[src/rtl/selective_repeat_arq_control_top_assert.svh]
// Assertion macros for the ARQ control datapath module.
// Each expects clk and arst_n in scope.
`ifndef SELECTIVE_REPEAT_ARQ_CONTROL_TOP_ASSERT_SVH
`define SELECTIVE_REPEAT_ARQ_CONTROL_TOP_ASSERT_SVH

// Same-cycle implication.
`define SRARQ_ASSERT_NOW(lbl, ante, cons, msg) \
	lbl: assert property (@(posedge clk) disable iff (!arst_n) (ante) |-> (cons)) else $error(msg);

// Next-cycle implication.
`define SRARQ_ASSERT_NEXT(lbl, ante, cons, msg) \
	lbl: assert property (@(posedge clk) disable iff (!arst_n) (ante) |=> (cons)) else $error(msg);

`endif

[src/rtl/srarq_pkg.sv]
package srarq_pkg;

	localparam int MAX_SEQ_NUM = 15;
	localparam int SEQ_MOD     = MAX_SEQ_NUM + 1;
	localparam int WINDOW      = 8;

	localparam int SEQ_W  = 4;
	localparam int SLOT_W = 3;
	localparam int CNT_W  = $clog2(WINDOW + 1);

	// events
	localparam logic [2:0] CMD_PKT   = 3'd0;
	localparam logic [2:0] CMD_LINK  = 3'd1;
	localparam logic [2:0] CMD_FRAME = 3'd2;
	localparam logic [2:0] CMD_DTMO  = 3'd3;
	localparam logic [2:0] CMD_ATMO  = 3'd4;

	// received frame kinds
	localparam logic [1:0] KIND_DATA = 2'd0;
	localparam logic [1:0] KIND_ACK  = 2'd1;
	localparam logic [1:0] KIND_NAK  = 2'd2;

	// result actions
	localparam logic [2:0] ACT_DATA    = 3'd0;
	localparam logic [2:0] ACT_ACK     = 3'd1;
	localparam logic [2:0] ACT_NAK     = 3'd2;
	localparam logic [2:0] ACT_STORE   = 3'd3;
	localparam logic [2:0] ACT_DELIVER = 3'd4;
	localparam logic [2:0] ACT_STOP    = 3'd5;
	localparam logic [2:0] ACT_STATUS  = 3'd6;

	// datapath emit operations
	localparam logic [3:0] OP_NONE     = 4'd0;
	localparam logic [3:0] OP_DATA_NEW = 4'd1;
	localparam logic [3:0] OP_RESEND   = 4'd2;
	localparam logic [3:0] OP_TMO      = 4'd3;
	localparam logic [3:0] OP_ACK      = 4'd4;
	localparam logic [3:0] OP_NAK      = 4'd5;
	localparam logic [3:0] OP_STORE    = 4'd6;
	localparam logic [3:0] OP_DELIVER  = 4'd7;
	localparam logic [3:0] OP_STOP     = 4'd8;
	localparam logic [3:0] OP_STATUS   = 4'd9;

	typedef struct packed {
		logic       load;
		logic       set_link;
		logic       fire;
		logic [3:0] op;
	} dp_cmd_t;

	typedef struct packed {
		logic       emit_ok;
		logic [2:0] cmd;
		logic       good;
		logic [1:0] kind;
		logic       cnt_lt_win;
		logic       nak_allowed;
		logic       seq_ne_rle;
		logic       store_ok;
		logic       deliver_ok;
		logic       resend_ok;
		logic       retire_ok;
	} dp_sts_t;

	function automatic logic [SEQ_W-1:0] seq_inc(input logic [SEQ_W-1:0] x);
		return SEQ_W'((32'(x) + 32'd1) % SEQ_MOD);
	endfunction

	function automatic logic [SEQ_W-1:0] seq_dec(input logic [SEQ_W-1:0] x);
		return SEQ_W'((32'(x) + 32'(MAX_SEQ_NUM)) % SEQ_MOD);
	endfunction

	function automatic logic [SEQ_W-1:0] seq_add_win(input logic [SEQ_W-1:0] x);
		return SEQ_W'((32'(x) + 32'(WINDOW)) % SEQ_MOD);
	endfunction

	// circular lo <= x < hi
	function automatic logic in_window(input logic [SEQ_W-1:0] lo,
			input logic [SEQ_W-1:0] x, input logic [SEQ_W-1:0] hi);
		return ((lo <= x) && (x < hi)) || ((hi < lo) && (lo <= x)) ||
			((x < hi) && (hi < lo));
	endfunction

endpackage

[src/rtl/srarq_ctrl.sv]
module srarq_ctrl (
	input  logic              clk,
	input  logic              arst_n,
	input  logic              in_valid,
	output logic              in_stall,
	input  srarq_pkg::dp_sts_t sts,
	output srarq_pkg::dp_cmd_t dcmd
);

	localparam logic [3:0] S_IDLE     = 4'd0;
	localparam logic [3:0] S_DISPATCH = 4'd1;
	localparam logic [3:0] S_SEND_NEW = 4'd2;
	localparam logic [3:0] S_NAK      = 4'd3;
	localparam logic [3:0] S_STORE    = 4'd4;
	localparam logic [3:0] S_DELIVER  = 4'd5;
	localparam logic [3:0] S_RESEND   = 4'd6;
	localparam logic [3:0] S_RETIRE   = 4'd7;
	localparam logic [3:0] S_SEND_TMO = 4'd8;
	localparam logic [3:0] S_SEND_ACK = 4'd9;
	localparam logic [3:0] S_STATUS   = 4'd10;

	logic [3:0] state_q, state_d;
	logic [srarq_pkg::CNT_W-1:0] n_q, n_d;
	logic n_lt_win;

	assign in_stall = (state_q != S_IDLE);
	assign n_lt_win = (n_q < srarq_pkg::CNT_W'(srarq_pkg::WINDOW));

	// issue each op once the output register can take it; idle, dispatch, loop exits and refused steps do not wait
	always_comb begin
		state_d       = state_q;
		n_d           = n_q;
		dcmd.load     = 1'b0;
		dcmd.set_link = 1'b0;
		dcmd.fire     = 1'b0;
		dcmd.op       = srarq_pkg::OP_NONE;
		case (state_q)
			S_IDLE: begin
				if (in_valid) begin
					dcmd.load = 1'b1;
					state_d   = S_DISPATCH;
				end
			end
			S_DISPATCH: begin
				n_d = '0;
				case (sts.cmd)
					srarq_pkg::CMD_PKT:
						state_d = sts.cnt_lt_win ? S_SEND_NEW : S_STATUS;
					srarq_pkg::CMD_LINK: begin
						dcmd.set_link = 1'b1;
						state_d       = S_STATUS;
					end
					srarq_pkg::CMD_FRAME: begin
						if (!sts.good) begin
							state_d = sts.nak_allowed ? S_NAK : S_STATUS;
						end else begin
							case (sts.kind)
								srarq_pkg::KIND_DATA:
									state_d = (sts.seq_ne_rle && sts.nak_allowed) ?
										S_NAK : S_STORE;
								srarq_pkg::KIND_NAK: state_d = S_RESEND;
								default: state_d = S_RETIRE;
							endcase
						end
					end
					srarq_pkg::CMD_DTMO: state_d = S_SEND_TMO;
					srarq_pkg::CMD_ATMO: state_d = S_SEND_ACK;
					default: state_d = S_STATUS;
				endcase
			end
			S_SEND_NEW: begin
				dcmd.op = srarq_pkg::OP_DATA_NEW;
				if (sts.emit_ok) begin
					dcmd.fire = 1'b1;
					state_d   = S_STATUS;
				end
			end
			S_NAK: begin
				dcmd.op = srarq_pkg::OP_NAK;
				if (sts.emit_ok) begin
					dcmd.fire = 1'b1;
					state_d   = sts.good ? S_STORE : S_STATUS;
				end
			end
			S_STORE: begin
				if (sts.store_ok) begin
					dcmd.op = srarq_pkg::OP_STORE;
					if (sts.emit_ok) begin
						dcmd.fire = 1'b1;
						state_d   = S_DELIVER;
					end
				end else begin
					state_d = S_RETIRE;
				end
			end
			S_DELIVER: begin
				if (n_lt_win && sts.deliver_ok) begin
					dcmd.op = srarq_pkg::OP_DELIVER;
					if (sts.emit_ok) begin
						dcmd.fire = 1'b1;
						n_d       = n_q + 1'b1;
					end
				end else begin
					n_d     = '0;
					state_d = S_RETIRE;
				end
			end
			S_RESEND: begin
				if (sts.resend_ok) begin
					dcmd.op = srarq_pkg::OP_RESEND;
					if (sts.emit_ok) begin
						dcmd.fire = 1'b1;
						state_d   = S_RETIRE;
					end
				end else begin
					state_d = S_RETIRE;
				end
			end
			S_RETIRE: begin
				if (n_lt_win && sts.retire_ok) begin
					dcmd.op = srarq_pkg::OP_STOP;
					if (sts.emit_ok) begin
						dcmd.fire = 1'b1;
						n_d       = n_q + 1'b1;
					end
				end else begin
					state_d = S_STATUS;
				end
			end
			S_SEND_TMO: begin
				dcmd.op = srarq_pkg::OP_TMO;
				if (sts.emit_ok) begin
					dcmd.fire = 1'b1;
					state_d   = S_STATUS;
				end
			end
			S_SEND_ACK: begin
				dcmd.op = srarq_pkg::OP_ACK;
				if (sts.emit_ok) begin
					dcmd.fire = 1'b1;
					state_d   = S_STATUS;
				end
			end
			S_STATUS: begin
				dcmd.op = srarq_pkg::OP_STATUS;
				if (sts.emit_ok) begin
					dcmd.fire = 1'b1;
					state_d   = S_IDLE;
				end
			end
			default: state_d = S_IDLE;
		endcase
	end

	always_ff @(posedge clk or negedge arst_n) begin
		if (!arst_n) begin
			state_q <= S_IDLE;
			n_q     <= '0;
		end else begin
			state_q <= state_d;
			n_q     <= n_d;
		end
	end

endmodule

[src/rtl/srarq_dp.sv]
module srarq_dp (
	input  logic              clk,
	input  logic              arst_n,
	input  srarq_pkg::dp_cmd_t dcmd,
	output srarq_pkg::dp_sts_t sts,
	input  logic [2:0]        cmd,
	input  logic              frame_good,
	input  logic [1:0]        frame_kind,
	input  logic [3:0]        frame_seq,
	input  logic [3:0]        rx_ack,
	input  logic [2:0]        timer_slot,
	output logic              out_valid,
	input  logic              out_stall,
	output logic [2:0]        action,
	output logic [3:0]        seq_num,
	output logic [3:0]        ack_num,
	output logic [2:0]        slot,
	output logic              network_enable,
	output logic              last
);

	localparam int SEQ_W  = srarq_pkg::SEQ_W;
	localparam int SLOT_W = srarq_pkg::SLOT_W;
	localparam int CNT_W  = srarq_pkg::CNT_W;

	// latched event
	logic [2:0]        cmd_q;
	logic              good_q;
	logic [1:0]        kind_q;
	logic [SEQ_W-1:0]  seq_q;
	logic [SEQ_W-1:0]  ack_q;
	logic [SLOT_W-1:0] tslot_q;

	// window state
	logic [SEQ_W-1:0]  sle_q, sn_q, rle_q, rue_q;
	logic [CNT_W-1:0]  cnt_q;
	logic [srarq_pkg::WINDOW-1:0] map_q;
	logic              nak_allowed_q, link_q;

	// output register
	logic              out_valid_q;
	logic [2:0]        action_q;
	logic [SEQ_W-1:0]  seq_num_q, ack_num_q;
	logic [SLOT_W-1:0] slot_q;
	logic              ne_q, last_q;

	logic              emit_ok, ne;
	logic [SEQ_W-1:0]  piggy, resend_seq, tmo_base, tmo_seq;
	logic [2:0]        nx_action;
	logic [SEQ_W-1:0]  nx_seq, nx_ack;
	logic              nx_ne, nx_last;

	assign emit_ok    = !out_valid_q || !out_stall;
	assign piggy      = srarq_pkg::seq_dec(rle_q);
	assign resend_seq = srarq_pkg::seq_inc(ack_q);
	assign tmo_base   = SEQ_W'(tslot_q);
	// stale timer slot: resend the frame one window further on
	assign tmo_seq    = srarq_pkg::in_window(sle_q, tmo_base, sn_q) ?
		tmo_base : srarq_pkg::seq_add_win(tmo_base);
	assign ne         = (cnt_q < CNT_W'(srarq_pkg::WINDOW)) && link_q;

	always_comb begin
		sts.emit_ok     = emit_ok;
		sts.cmd         = cmd_q;
		sts.good        = good_q;
		sts.kind        = kind_q;
		sts.cnt_lt_win  = (cnt_q < CNT_W'(srarq_pkg::WINDOW));
		sts.nak_allowed = nak_allowed_q;
		sts.seq_ne_rle  = (seq_q != rle_q);
		sts.store_ok    = srarq_pkg::in_window(rle_q, seq_q, rue_q) &&
			!map_q[seq_q[SLOT_W-1:0]];
		sts.deliver_ok  = map_q[rle_q[SLOT_W-1:0]];
		sts.resend_ok   = srarq_pkg::in_window(sle_q, resend_seq, sn_q);
		sts.retire_ok   = srarq_pkg::in_window(sle_q, ack_q, sn_q);
	end

	always_comb begin
		nx_action = srarq_pkg::ACT_STATUS;
		nx_seq    = '0;
		nx_ack    = '0;
		nx_ne     = 1'b0;
		nx_last   = 1'b0;
		case (dcmd.op)
			srarq_pkg::OP_DATA_NEW: begin
				nx_action = srarq_pkg::ACT_DATA;
				nx_seq    = sn_q;
				nx_ack    = piggy;
			end
			srarq_pkg::OP_RESEND: begin
				nx_action = srarq_pkg::ACT_DATA;
				nx_seq    = resend_seq;
				nx_ack    = piggy;
			end
			srarq_pkg::OP_TMO: begin
				nx_action = srarq_pkg::ACT_DATA;
				nx_seq    = tmo_seq;
				nx_ack    = piggy;
			end
			srarq_pkg::OP_ACK: begin
				nx_action = srarq_pkg::ACT_ACK;
				nx_ack    = piggy;
			end
			srarq_pkg::OP_NAK: begin
				nx_action = srarq_pkg::ACT_NAK;
				nx_ack    = piggy;
			end
			srarq_pkg::OP_STORE: begin
				nx_action = srarq_pkg::ACT_STORE;
				nx_seq    = seq_q;
			end
			srarq_pkg::OP_DELIVER: begin
				nx_action = srarq_pkg::ACT_DELIVER;
				nx_seq    = rle_q;
			end
			srarq_pkg::OP_STOP: begin
				nx_action = srarq_pkg::ACT_STOP;
				nx_seq    = sle_q;
			end
			default: begin
				nx_ne   = ne;
				nx_last = 1'b1;
			end
		endcase
	end

	always_ff @(posedge clk) begin
		if (dcmd.load) begin
			cmd_q   <= cmd;
			good_q  <= frame_good;
			kind_q  <= frame_kind;
			seq_q   <= SEQ_W'(32'(frame_seq) % srarq_pkg::SEQ_MOD);
			ack_q   <= SEQ_W'(32'(rx_ack) % srarq_pkg::SEQ_MOD);
			tslot_q <= SLOT_W'(32'(timer_slot) % srarq_pkg::WINDOW);
		end
		if (dcmd.fire) begin
			action_q  <= nx_action;
			seq_num_q <= nx_seq;
			ack_num_q <= nx_ack;
			slot_q    <= nx_seq[SLOT_W-1:0];
			ne_q      <= nx_ne;
			last_q    <= nx_last;
		end
	end

	always_ff @(posedge clk or negedge arst_n) begin
		if (!arst_n) begin
			out_valid_q   <= 1'b0;
			sle_q         <= '0;
			sn_q          <= '0;
			rle_q         <= '0;
			rue_q         <= SEQ_W'(srarq_pkg::WINDOW % srarq_pkg::SEQ_MOD);
			cnt_q         <= '0;
			map_q         <= '0;
			nak_allowed_q <= 1'b1;
			link_q        <= 1'b0;
		end else begin
			if (dcmd.fire) begin
				out_valid_q <= 1'b1;
			end else if (!out_stall) begin
				out_valid_q <= 1'b0;
			end
			if (dcmd.set_link) begin
				link_q <= 1'b1;
			end
			if (dcmd.fire) begin
				case (dcmd.op)
					srarq_pkg::OP_DATA_NEW: begin
						cnt_q  <= cnt_q + 1'b1;
						sn_q   <= srarq_pkg::seq_inc(sn_q);
						link_q <= 1'b0;
					end
					srarq_pkg::OP_RESEND, srarq_pkg::OP_TMO, srarq_pkg::OP_ACK: begin
						link_q <= 1'b0;
					end
					srarq_pkg::OP_NAK: begin
						link_q        <= 1'b0;
						nak_allowed_q <= 1'b0;
					end
					srarq_pkg::OP_STORE: begin
						map_q[seq_q[SLOT_W-1:0]] <= 1'b1;
					end
					srarq_pkg::OP_DELIVER: begin
						nak_allowed_q            <= 1'b1;
						map_q[rle_q[SLOT_W-1:0]] <= 1'b0;
						rle_q                    <= srarq_pkg::seq_inc(rle_q);
						rue_q                    <= srarq_pkg::seq_inc(rue_q);
					end
					srarq_pkg::OP_STOP: begin
						// hold at zero
						if (cnt_q != '0) begin
							cnt_q <= cnt_q - 1'b1;
						end
						sle_q <= srarq_pkg::seq_inc(sle_q);
					end
					default: begin
					end
				endcase
			end
		end
	end

	assign out_valid      = out_valid_q;
	assign action         = action_q;
	assign seq_num        = seq_num_q;
	assign ack_num        = ack_num_q;
	assign slot           = slot_q;
	assign network_enable = ne_q;
	assign last           = last_q;

`include "selective_repeat_arq_control_top_assert.svh"

	`SRARQ_ASSERT_NOW(a_cnt_bound, 1'b1, cnt_q <= CNT_W'(srarq_pkg::WINDOW), "buffered count above window")
	`SRARQ_ASSERT_NOW(a_fire_room, dcmd.fire, emit_ok, "result issued over a waiting result")
	`SRARQ_ASSERT_NEXT(a_nak_flags, dcmd.fire && (dcmd.op == srarq_pkg::OP_NAK), !nak_allowed_q && !link_q, "nak did not clear flags")
	`SRARQ_ASSERT_NOW(a_rx_width, 1'b1, rue_q == srarq_pkg::seq_add_win(rle_q), "receive window width lost")

endmodule

[src/rtl/selective_repeat_arq_control_top.sv]
// Selective-repeat ARQ control engine: each accepted event (packet ready, link ready,
// frame received, data timeout, ack timeout) yields a run of result transactions ending
// in a status item with last set. Each event is accepted, decoded, then issues one result
// per step, with an extra step for each loop exit or refused store or resend; the delivery
// and ack-retire loops step one frame per cycle through the window state while the output
// is not stalled. in_stall stays high until the status item has been issued.
module selective_repeat_arq_control_top (
	input  logic       clk,
	input  logic       arst_n,
	input  logic       in_valid,
	output logic       in_stall,
	input  logic [2:0] cmd,
	input  logic       frame_good,
	input  logic [1:0] frame_kind,
	input  logic [3:0] frame_seq,
	input  logic [3:0] rx_ack,
	input  logic [2:0] timer_slot,
	output logic       out_valid,
	input  logic       out_stall,
	output logic [2:0] action,
	output logic [3:0] seq_num,
	output logic [3:0] ack_num,
	output logic [2:0] slot,
	output logic       network_enable,
	output logic       last
);

	srarq_pkg::dp_cmd_t dcmd;
	srarq_pkg::dp_sts_t sts;

	srarq_ctrl u_ctrl (
		.clk      (clk),
		.arst_n   (arst_n),
		.in_valid (in_valid),
		.in_stall (in_stall),
		.sts      (sts),
		.dcmd     (dcmd)
	);

	srarq_dp u_dp (
		.clk            (clk),
		.arst_n         (arst_n),
		.dcmd           (dcmd),
		.sts            (sts),
		.cmd            (cmd),
		.frame_good     (frame_good),
		.frame_kind     (frame_kind),
		.frame_seq      (frame_seq),
		.rx_ack         (rx_ack),
		.timer_slot     (timer_slot),
		.out_valid      (out_valid),
		.out_stall      (out_stall),
		.action         (action),
		.seq_num        (seq_num),
		.ack_num        (ack_num),
		.slot           (slot),
		.network_enable (network_enable),
		.last           (last)
	);

endmodule

[config.mk]
export PLATFORM = sky130hd
export DESIGN_NAME = selective_repeat_arq_control_top
export DESIGN_NICKNAME = d
export VERILOG_FILES = /design/src/rtl/srarq_pkg.sv /design/src/rtl/srarq_ctrl.sv /design/src/rtl/srarq_dp.sv /design/src/rtl/selective_repeat_arq_control_top.sv
export VERILOG_INCLUDE_DIRS = /design/src /design/src/rtl
export SDC_FILE = /design/constraint.sdc
export NUM_CORES = 1
export LEC_CHECK = 0
export ABC_AREA = 1
export BUFFER_PORTS_ARGS = -buffer_cell sky130_fd_sc_hd__buf_2
export CELL_PAD_IN_SITES_DETAIL_PLACEMENT = 2
export CELL_PAD_IN_SITES_GLOBAL_PLACEMENT = 2
export CORE_UTILIZATION = 37
export CTS_BUF_LIST = sky130_fd_sc_hd__clkbuf_4 sky130_fd_sc_hd__clkbuf_8
export DETAILED_ROUTE_END_ITERATION = 10
export PLACE_DENSITY_LB_ADDON = 0.1
export RECOVER_POWER = 25
export SLEW_MARGIN = 20
export SYNTH_ARGS = -nofsm -noshare
export SYNTH_HDL_FRONTEND = slang
export SYNTH_SLANG_ARGS = --single-unit
[constraint.sdc]
create_clock -name clk -period 3.2 [get_ports clk]
set_clock_uncertainty 0.1 [all_clocks]
set_input_delay 0.48 -clock clk [delete_from_list [all_inputs] [get_ports clk]]
set_output_delay 0.48 -clock clk [all_outputs]
set_load 0.05 [all_outputs]
==> results of run 1 <==
[stage by stage]
stage	setup slack (ps)	util [%]	power [W]
3_5_place_dp	97.7	41.5	0.00402
2_1_floorplan	606	-	0.00323
3_3_place_gp	338	41.5	0.00385
5_1_grt	-25.4	43.2	0.00510
6_report	179	43.2	0.00474
4_1_cts	68.7	42.9	0.00478
[worst register-to-register path, delay by kind of cell (launching register included)]
| kind | cells | cell delay (ps) |
|---|---|---|
| DFF | 1 | 480 |
| xor gates and xnor gates | 1 | 240 |
| buffers and inverters | 2 | 140 |
| and+or+nand+nor | 8 | 990 |
| adders and majority gates | 2 | 580 |
| AOI/OAI and AO/OA | 1 | 220 |
[kinds of logic after synthesis]
| group | after synthesis | share of synthesized area (%) |
|---|---|---|
| AO/OA/AOI/OAI | 89 | 11.2 |
| XOR/XNOR | 18 | 3.20 |
| adder cells (fa/ha/maj) | 42 | 10.8 |
| buffers and inverters | 126 | 11.1 |
| flip-flops | 69 | 38.2 |
| AND/OR/NAND/NOR | 272 | 25.4 |
[Yosys cell counts (6+ instances only)]
master	n	area, um^2
xor2_1	17	149
nand2_2	12	75.1
nor2_1	32	120
nand3_1	31	155
o21ai_2	9	78.8
nand4_1	6	37.5
buf_4	6	45.0
nor3_1	10	50.1
dfrtp_1	37	926
nor2_4	6	67.6
nand2_1	161	604
edfxtp_1	30	901
buf_6	6	67.6
ha_1	41	513
inv_1	104	390
o21ai_0	32	160
a21oi_1	23	115
[timing repair]
| action | CTS | global route |
|---|---|---|
| gates resized for setup | 0 | 3 |
| buffers inserted | 0 | 4 |
| endpoints found under the setup margin | 0 | 23 |
[area by class of cell]
type | instances | area share, %
Clock buffer | 10 | 2.38
Clock inverter | 6 | 0.997
Inverter | 111 | 7.61
Multi-Input combinational cell | 421 | 45.3
Timing Repair Buffer | 55 | 5.71
Sequential cell | 69 | 34.1
Tap cell | 172 | 3.90
[state kept, by name (all words and copies together) (netlist names), 2 cells and up]
signal	count
u_dp.sle_q	4
u_dp.seq_num	2
u_dp.slot	2
u_dp.action	3
u_dp.map_q	8
u_dp.cnt_q	4
u_dp.seq_q	4
u_dp.ack_q	4
u_dp.cmd_q	3
u_dp.tslot_q	3
u_dp.rue_q	4
u_dp.rle_q	4
u_ctrl.n_q	4
u_dp.kind_q	2
u_dp.ack_num	4
u_dp.sn_q	4
u_ctrl.state_q	4
[worst max-delay path by stage]
stage | startpoint | end | slack (ps) | cells past startpoint
CTS | u_dp.ack_q[0] | u_dp.action[1] | 70 | 14
floorplan | u_dp.ack_q[0] | u_dp.ack_num[0] | 610 | 13
finish | u_dp.ack_q[0] | u_dp.action[1] | 180 | 14
global route | u_dp.sle_q[0] | u_dp.cnt_q[3] | -30 | 21
global placement | u_dp.ack_q[0] | u_dp.ack_num[0] | 340 | 15
detailed placement | u_dp.ack_q[0] | u_dp.action[1] | 100 | 14
[routing by layer]
| metal | track usage, % | wire length (um) | vias up |
|---|---|---|---|
| li1 | - | - | 2088 |
| met4 | 8.60 | 369 | 0 |
| met3 | 4.28 | 387 | 30 |
| met5 | 0 | 0 | - |
| met2 | 44.0 | 8160 | 69 |
| met1 | 28.2 | 6820 | 2149 |
[cell usage in the layout (no fill, tap or decap), types with 3 or more instances in the layout]
cell | Yosys | routed
a21o_1 | 3 | 3
a21oi_1 | 23 | 23
a31oi_1 | 3 | 3
buf_2 | 2 | 36
buf_4 | 6 | 17
clkbuf_8 | 0 | 9
clkinv_2 | 1 | 3
dfrtp_1 | 37 | 36
edfxtp_1 | 30 | 30
ha_1 | 41 | 41
inv_1 | 104 | 103
inv_2 | 5 | 6
nand2_1 | 161 | 161
nand2_2 | 12 | 12
nand2_4 | 4 | 4
nand3_1 | 31 | 31
nand4_1 | 6 | 6
nor2_1 | 32 | 31
nor2_2 | 2 | 3
nor2_4 | 6 | 6
nor3_1 | 10 | 10
nor4_1 | 3 | 3
o21ai_0 | 32 | 32
o21ai_2 | 9 | 9
o22ai_1 | 4 | 4
o31ai_1 | 5 | 5
xor2_1 | 17 | 17
[power by group]
group,internal (W),total (W),switching (W)
Clock,0.000361,0.000728,0.000367
Sequential,0.00125,0.00151,0.000259
Combinational,0.000730,0.00250,0.00177
Total,0.00234,0.00474,0.00240
==> metrics.md, run 1 <==
| Metric | Value |
|---|---|
| Layout Nets | 730 |
| Port Buffers | 38 |
| Final Non-Filler Cells | between 800 and 900 |
| Cell Pwr Density | 859 mW/mm^2 |
| All-Layer GR Usage | between 20% and 30% |
| Layout cell share with drive strength beyond 1 | ~18% |
| Hold path cells | 1 |
| Hold_buf cts | 0 |
| # setup viols final | 0 |
| Synth-to-layout area growth | 12.2% |
| Reg2reg setup slack | 180 ps |
| Starting density of the core | 38.5% |
| Final worst path period share | 94.4% |
| Min Tclk post-route | 3020 ps |
| Largest net degree at the start of global routing | 40 |
| Initial antenna violation count | 0 |
| Antenna-violating nets left | 0 |
| Seq/Total Area, Yosys | approximately two fifths |
| Failing checks | max-capacitance violations, max-slew violations |
| Max clock buf depth | 2 |
| LEAKAGE | 2.89 nW |
| Worst path required time | 3210 ps |
| Synth Flop Type | dfrtp_1 |
| CTS tree | done |
| Peak VDD IR | 0.317 mV |
| Remaining Overflow, GRT | 0 |
| Placed cell area | 0.00530 mm^2 |
| TritonCTS buffer count | 9 |
| Register area | 0.00188 mm^2 |
| Critical Path End Type | flop |
| Final wirelength | between 15 and 20 mm |
| Placed cells | 824 |
| Max-slew headroom | -63.9% |
| Setup_tns | 0 ps |
| Max cap viols | 1 |
| Vias | 4336 |
| Initial DRC Count | 98 |
| Ports | 39 |
| Clock sink count | 69 |
| Fin Hold WS | 171 ps |
| Max FO, Critical Path | 7 |
| Worst reg2reg path endpoint | u_dp.action[1] |
| Area of the core | 0.0128 mm^2 |
| Finished Cell Area | 0.00552 mm^2 |
| Synth warn | 0 |
| Register clock-pin slew on the reported worst setup and hold paths | 80 ps |
| WL/cell | around 19 um |
| Post-synth EDFFs | 30 |
| Drt drc | 0 |
| Num rows | 41 |
| Fin. Hold Viols | 0 |
| Die Wd | 117 um |
| Arrival @ worst endpoint | approximately 3000 ps |
| Die Span Y | 117 um |
| CP delay by family, top | simple AND/OR/NAND/NOR gates |
| Pins over their slew limit | 40 |
| Slowest-stage cell, CP | edfxtp_1 |
| Critical-path cell list | ha_1 -> xnor2_2 -> inv_1 -> ha_1 -> nand2_1 -> inv_1 -> a21oi_1 -> nor2_1 -> nor2_1 -> nand2_1 -> nand3_1 -> nor2_1 -> nand3_1 -> nand3_1 |
| Min-delay src | timer_slot[2] |
| GP Congestion | 0.826 |
| Diode count | 0 |
| Async S/R FF share, synth | 56.5% |
| Synthesized area per cell | between 7 and 8 um^2 |
| Clk Latency, worst-skew pair | roughly 380 ps |
| Crit path buf inv count | 2 |
| Global-route wire length before repair | 25.3 mm |
| H-Tree Depth | 3 |
| Fillers | between 1000 and 1500 |
| Reg2Reg Depth | 14 |
| Syn nets | around 680 |
| Reg2reg start | u_dp.ack_q[0] |
| Seq cells post-synth | between 60 and 70 |
| Worst hold path type | input pin to flop |
| Worst slew pin tran | 2460 ps |
| DP HPWL | 12.3 mm |
| Mapped cell area | 0.00492 mm^2 |
| Area of the multi-input gates | 0.00250 mm^2 |
| Post-DR vias/cell | 5.14 |
| Hold EP | u_dp.tslot_q[2] |
| Root Driver | clkbuf_8 |
| Status | finished with violations |
| TritonRoute pass-1 iters | 5 |
| Maximum clock frequency | 331 MHz |
| Startpoint types | flop |
| Yosys cell types | 45 |
| Setup CP Type | flop to flop |
| CP peak stage delay | 480 ps |
| DIE AREA | 0.0138 mm^2 |
| Vias in the first global route | between 4000 and 5000 |
| Cells after Synth | 616 |
(Power assumes the default switching activity.)
==> run 2: changes to the inputs <==
--- a/config.mk
+++ b/config.mk
@@ -13,7 +13,7 @@
 export CORE_UTILIZATION = 37
 export CTS_BUF_LIST = sky130_fd_sc_hd__clkbuf_4 sky130_fd_sc_hd__clkbuf_8
 export DETAILED_ROUTE_END_ITERATION = 10
-export PLACE_DENSITY_LB_ADDON = 0.1
+export PLACE_DENSITY = 0.94
 export RECOVER_POWER = 25
 export SLEW_MARGIN = 20
 export SYNTH_ARGS = -nofsm -noshare
==> run 2 against run 1 <==
  * Sequential power up 3%
  * Utilization up 0.74 points
  * The flow finishes with violations (max-capacitance violations, max-slew violations, negative setup slack)
  * Worst setup slack worse by 210 ps
  * Fmax down 6.6%
  * Register-to-register slack worse by 210 ps
  * Die area unchanged
==> metrics.md, run 2 (same netlist as run 1, synthesis figures left out) <==
| Metric | Value |
|---|---|
| Remaining Overflow, GRT | 0 |
| Vias in the first global route | 5265 |
| Final worst path period share | 101% |
| Peak VDD IR | 0.399 mV |
| Root Driver | clkbuf_8 |
| Antenna-violating nets left | 0 |
| WL/cell | ~25 um |
| Net switching power | roughly 0.0027 W |
| GP Congestion | 0.849 |
| Starting density of the core | roughly two fifths |
| Max clock buf depth | 2 |
| Internal | ~0.0026 W |
| Num rows | 41 |
| Fin. Hold Viols | 0 |
| Combinational Power Share | 53.2% |
| Max cap viols | 1 |
| Layout cell share with drive strength beyond 1 | 18.8% |
| Crit path buf inv count | 4 |
| TritonRoute pass-1 iters | 4 |
| Min Tclk post-route | 3230 ps |
| Largest net degree at the start of global routing | 40 |
| Clock share of power | 17.5% |
| Die Span Y | 117 um |
| Worst slew pin tran | ~2500 ps |
| DP HPWL | 13.6 mm |
| Initial antenna violation count | 0 |
| Post-route setup slack | -34.6 ps |
| Hold EP | u_dp.tslot_q[2] |
| Setup CP Type | flop to flop |
| Reg2Reg Depth | 14 |
| Arrival @ worst endpoint | 3250 ps |
| # setup viols final | 14 |
| All-Layer GR Usage | 27.6% |
| Final core occ | 44.0% |
| Vias | ~4700 |
| Startpoint types | flop |
| Pins over their slew limit | 40 |
| Placed cell area | roughly 0.0053 mm^2 |
| Register clock-pin slew on the reported worst setup and hold paths | about 90 ps |
| Failing checks | max-capacitance violations, max-slew violations, negative setup slack |
| Critical Path End Type | flop |
| TritonCTS buffer count | 9 |
| Switch share | between 50% and 60% |
| Tot Pwr | 0.00533 W |
| Commonest non-fill, non-tap cell in the layout | nand2_1 |
| Global-route wire length before repair | 28.5 mm |
| Status | finished with violations |
| Layout Nets | 732 |
| Die Wd | between 100 and 150 um |
| CTS tree | done |
| Initial DRC Count | 288 |
| Worst reg2reg path endpoint | u_dp.action[0] |
| CP delay by family, top | simple AND/OR/NAND/NOR gates |
| Area of the core | 0.0128 mm^2 |
| CP peak stage delay | 480 ps |
| Reg power frac | slightly below 30% |
| Clock sink count | 69 |
| Worst path required time | 3220 ps |
| LEAKAGE | 2.93 nW |
| Max-slew headroom | -69.4% |
| Reg2reg start | u_dp.ack_q[0] |
| Fin Hold WS | 142 ps |
| Ports | 39 |
| Cell Pwr Density | 948 mW/mm^2 |
| DIE AREA | 0.0138 mm^2 |
| Finished Cell Area | 0.00562 mm^2 |
| Max FO, Critical Path | 13 |
| H-Tree Depth | 3 |
| Biggest register | u_dp.map_q |
| Worst hold path type | input pin to flop |
| Hold_buf cts | 0 |
| Final wirelength | 21.0 mm |
| Diode count | 0 |
| Max reg flops | 8 |
| Clk Latency, worst-skew pair | 410 ps |
| Critical-path cell list | ha_1 -> xnor2_2 -> inv_1 -> ha_1 -> nand2_1 -> inv_1 -> a21oi_1 -> nor2_1 -> nor2_1 -> a21oi_1 -> nand3_1 -> nand2_1 -> clkinvlp_4 -> buf_12 |
| Post-DR vias/cell | 5.59 |
| Commonest cells after routing, fill and taps aside | nand2_1 (160), inv_1 (103), ha_1 (41), buf_2 (37), dfrtp_1 (34) |
| Hold path cells | 1 |
| Port Buffers | 38 |
| Synth-to-layout area growth | 14.2% |
| Min-delay src | timer_slot[2] |
| Drt drc | 0 |
| Maximum clock frequency | 309 MHz |
| Reg2reg setup slack | -30 ps |
| Slowest-stage cell, CP | edfxtp_1 |
run 2: cell count changes in the layout (fill, tap and decap cells not counted), sizes merged:
cell	change
clkinvlp	+1
buf	+3
clkinv	-2
bufinv	+2
inv	-1
clkbuf	-1
run 2: power groups by stage:
stage | sequential [W] | clock (W) | combinational, W
6_report | 0.00156 | 0.000933 | 0.00283
4_1_cts | 0.00154 | 0.000942 | 0.00252
5_1_grt | 0.00158 | 0.000969 | 0.00303
2_1_floorplan | 0.00175 | 0 | 0.00147
3_3_place_gp | 0.00152 | 0 | 0.00223
3_5_place_dp | 0.00155 | 0 | 0.00247
run 2: per-layer routing:
metal  vias up  track usage [%]  wire length, um
met2       152             50.7            10800
met5         -                0                0
li1       2086                -                -
met3        81             6.61              786
met1      2414             28.7             8230
met4         0             15.0             1150
run 2: area by class of cell:
class                      instances  area (um^2)
fill                            1457         7160
multi-input combinational        421         2510
sequential                        69         1880
inverter                         111          424
timing repair buffer              57          344
tap                              172          215
clock buffer                      10          131
clock inverter                     6          111
run 2: stage by stage:
stage                     std cells  worst slack [ps]  setup TNS, ps
after floorplan                 616               606              0
after global placement          821               357              0
after detailed placement        821             -34.8           -440
after CTS                       837              30.4              0
after global routing            846              -159          -2090
final                           846             -34.6           -392
run 2: worst max-delay path by stage:
| stage | start | endpoint | depth (start not counted) |
|---|---|---|---|
| final | u_dp.ack_q[0] | u_dp.action[0] | 14 |
| after global routing | u_dp.sle_q[3] | u_dp.cnt_q[3] | 17 |
| after CTS | u_dp.sle_q[3] | u_dp.cnt_q[3] | 17 |
| after detailed placement | u_dp.ack_q[0] | u_dp.slot[0] | 13 |
| after global placement | u_dp.sle_q[3] | u_dp.cnt_q[3] | 17 |
| after floorplan | u_dp.ack_q[0] | u_dp.ack_num[0] | 13 |
run 2: timing repair:
| item | CTS | global route |
|---|---|---|
| resized for setup | 3 | 5 |
| setup buffers | 0 | 9 |
| pin swaps | 0 | 1 |
| setup endpoints to repair | 15 | 28 |
run 2: worst register-to-register path, cell delays in order (launching register included):
cell and delay (ps):
edfxtp_1 480, ha_1 280, xnor2_2 210, inv_1 120, ha_1 310, nand2_1 100, inv_1 90, a21oi_1 250
nor2_1 90, nor2_1 220, a21oi_1 120, nand3_1 130, nand2_1 150, clkinvlp_4 150, buf_12 160
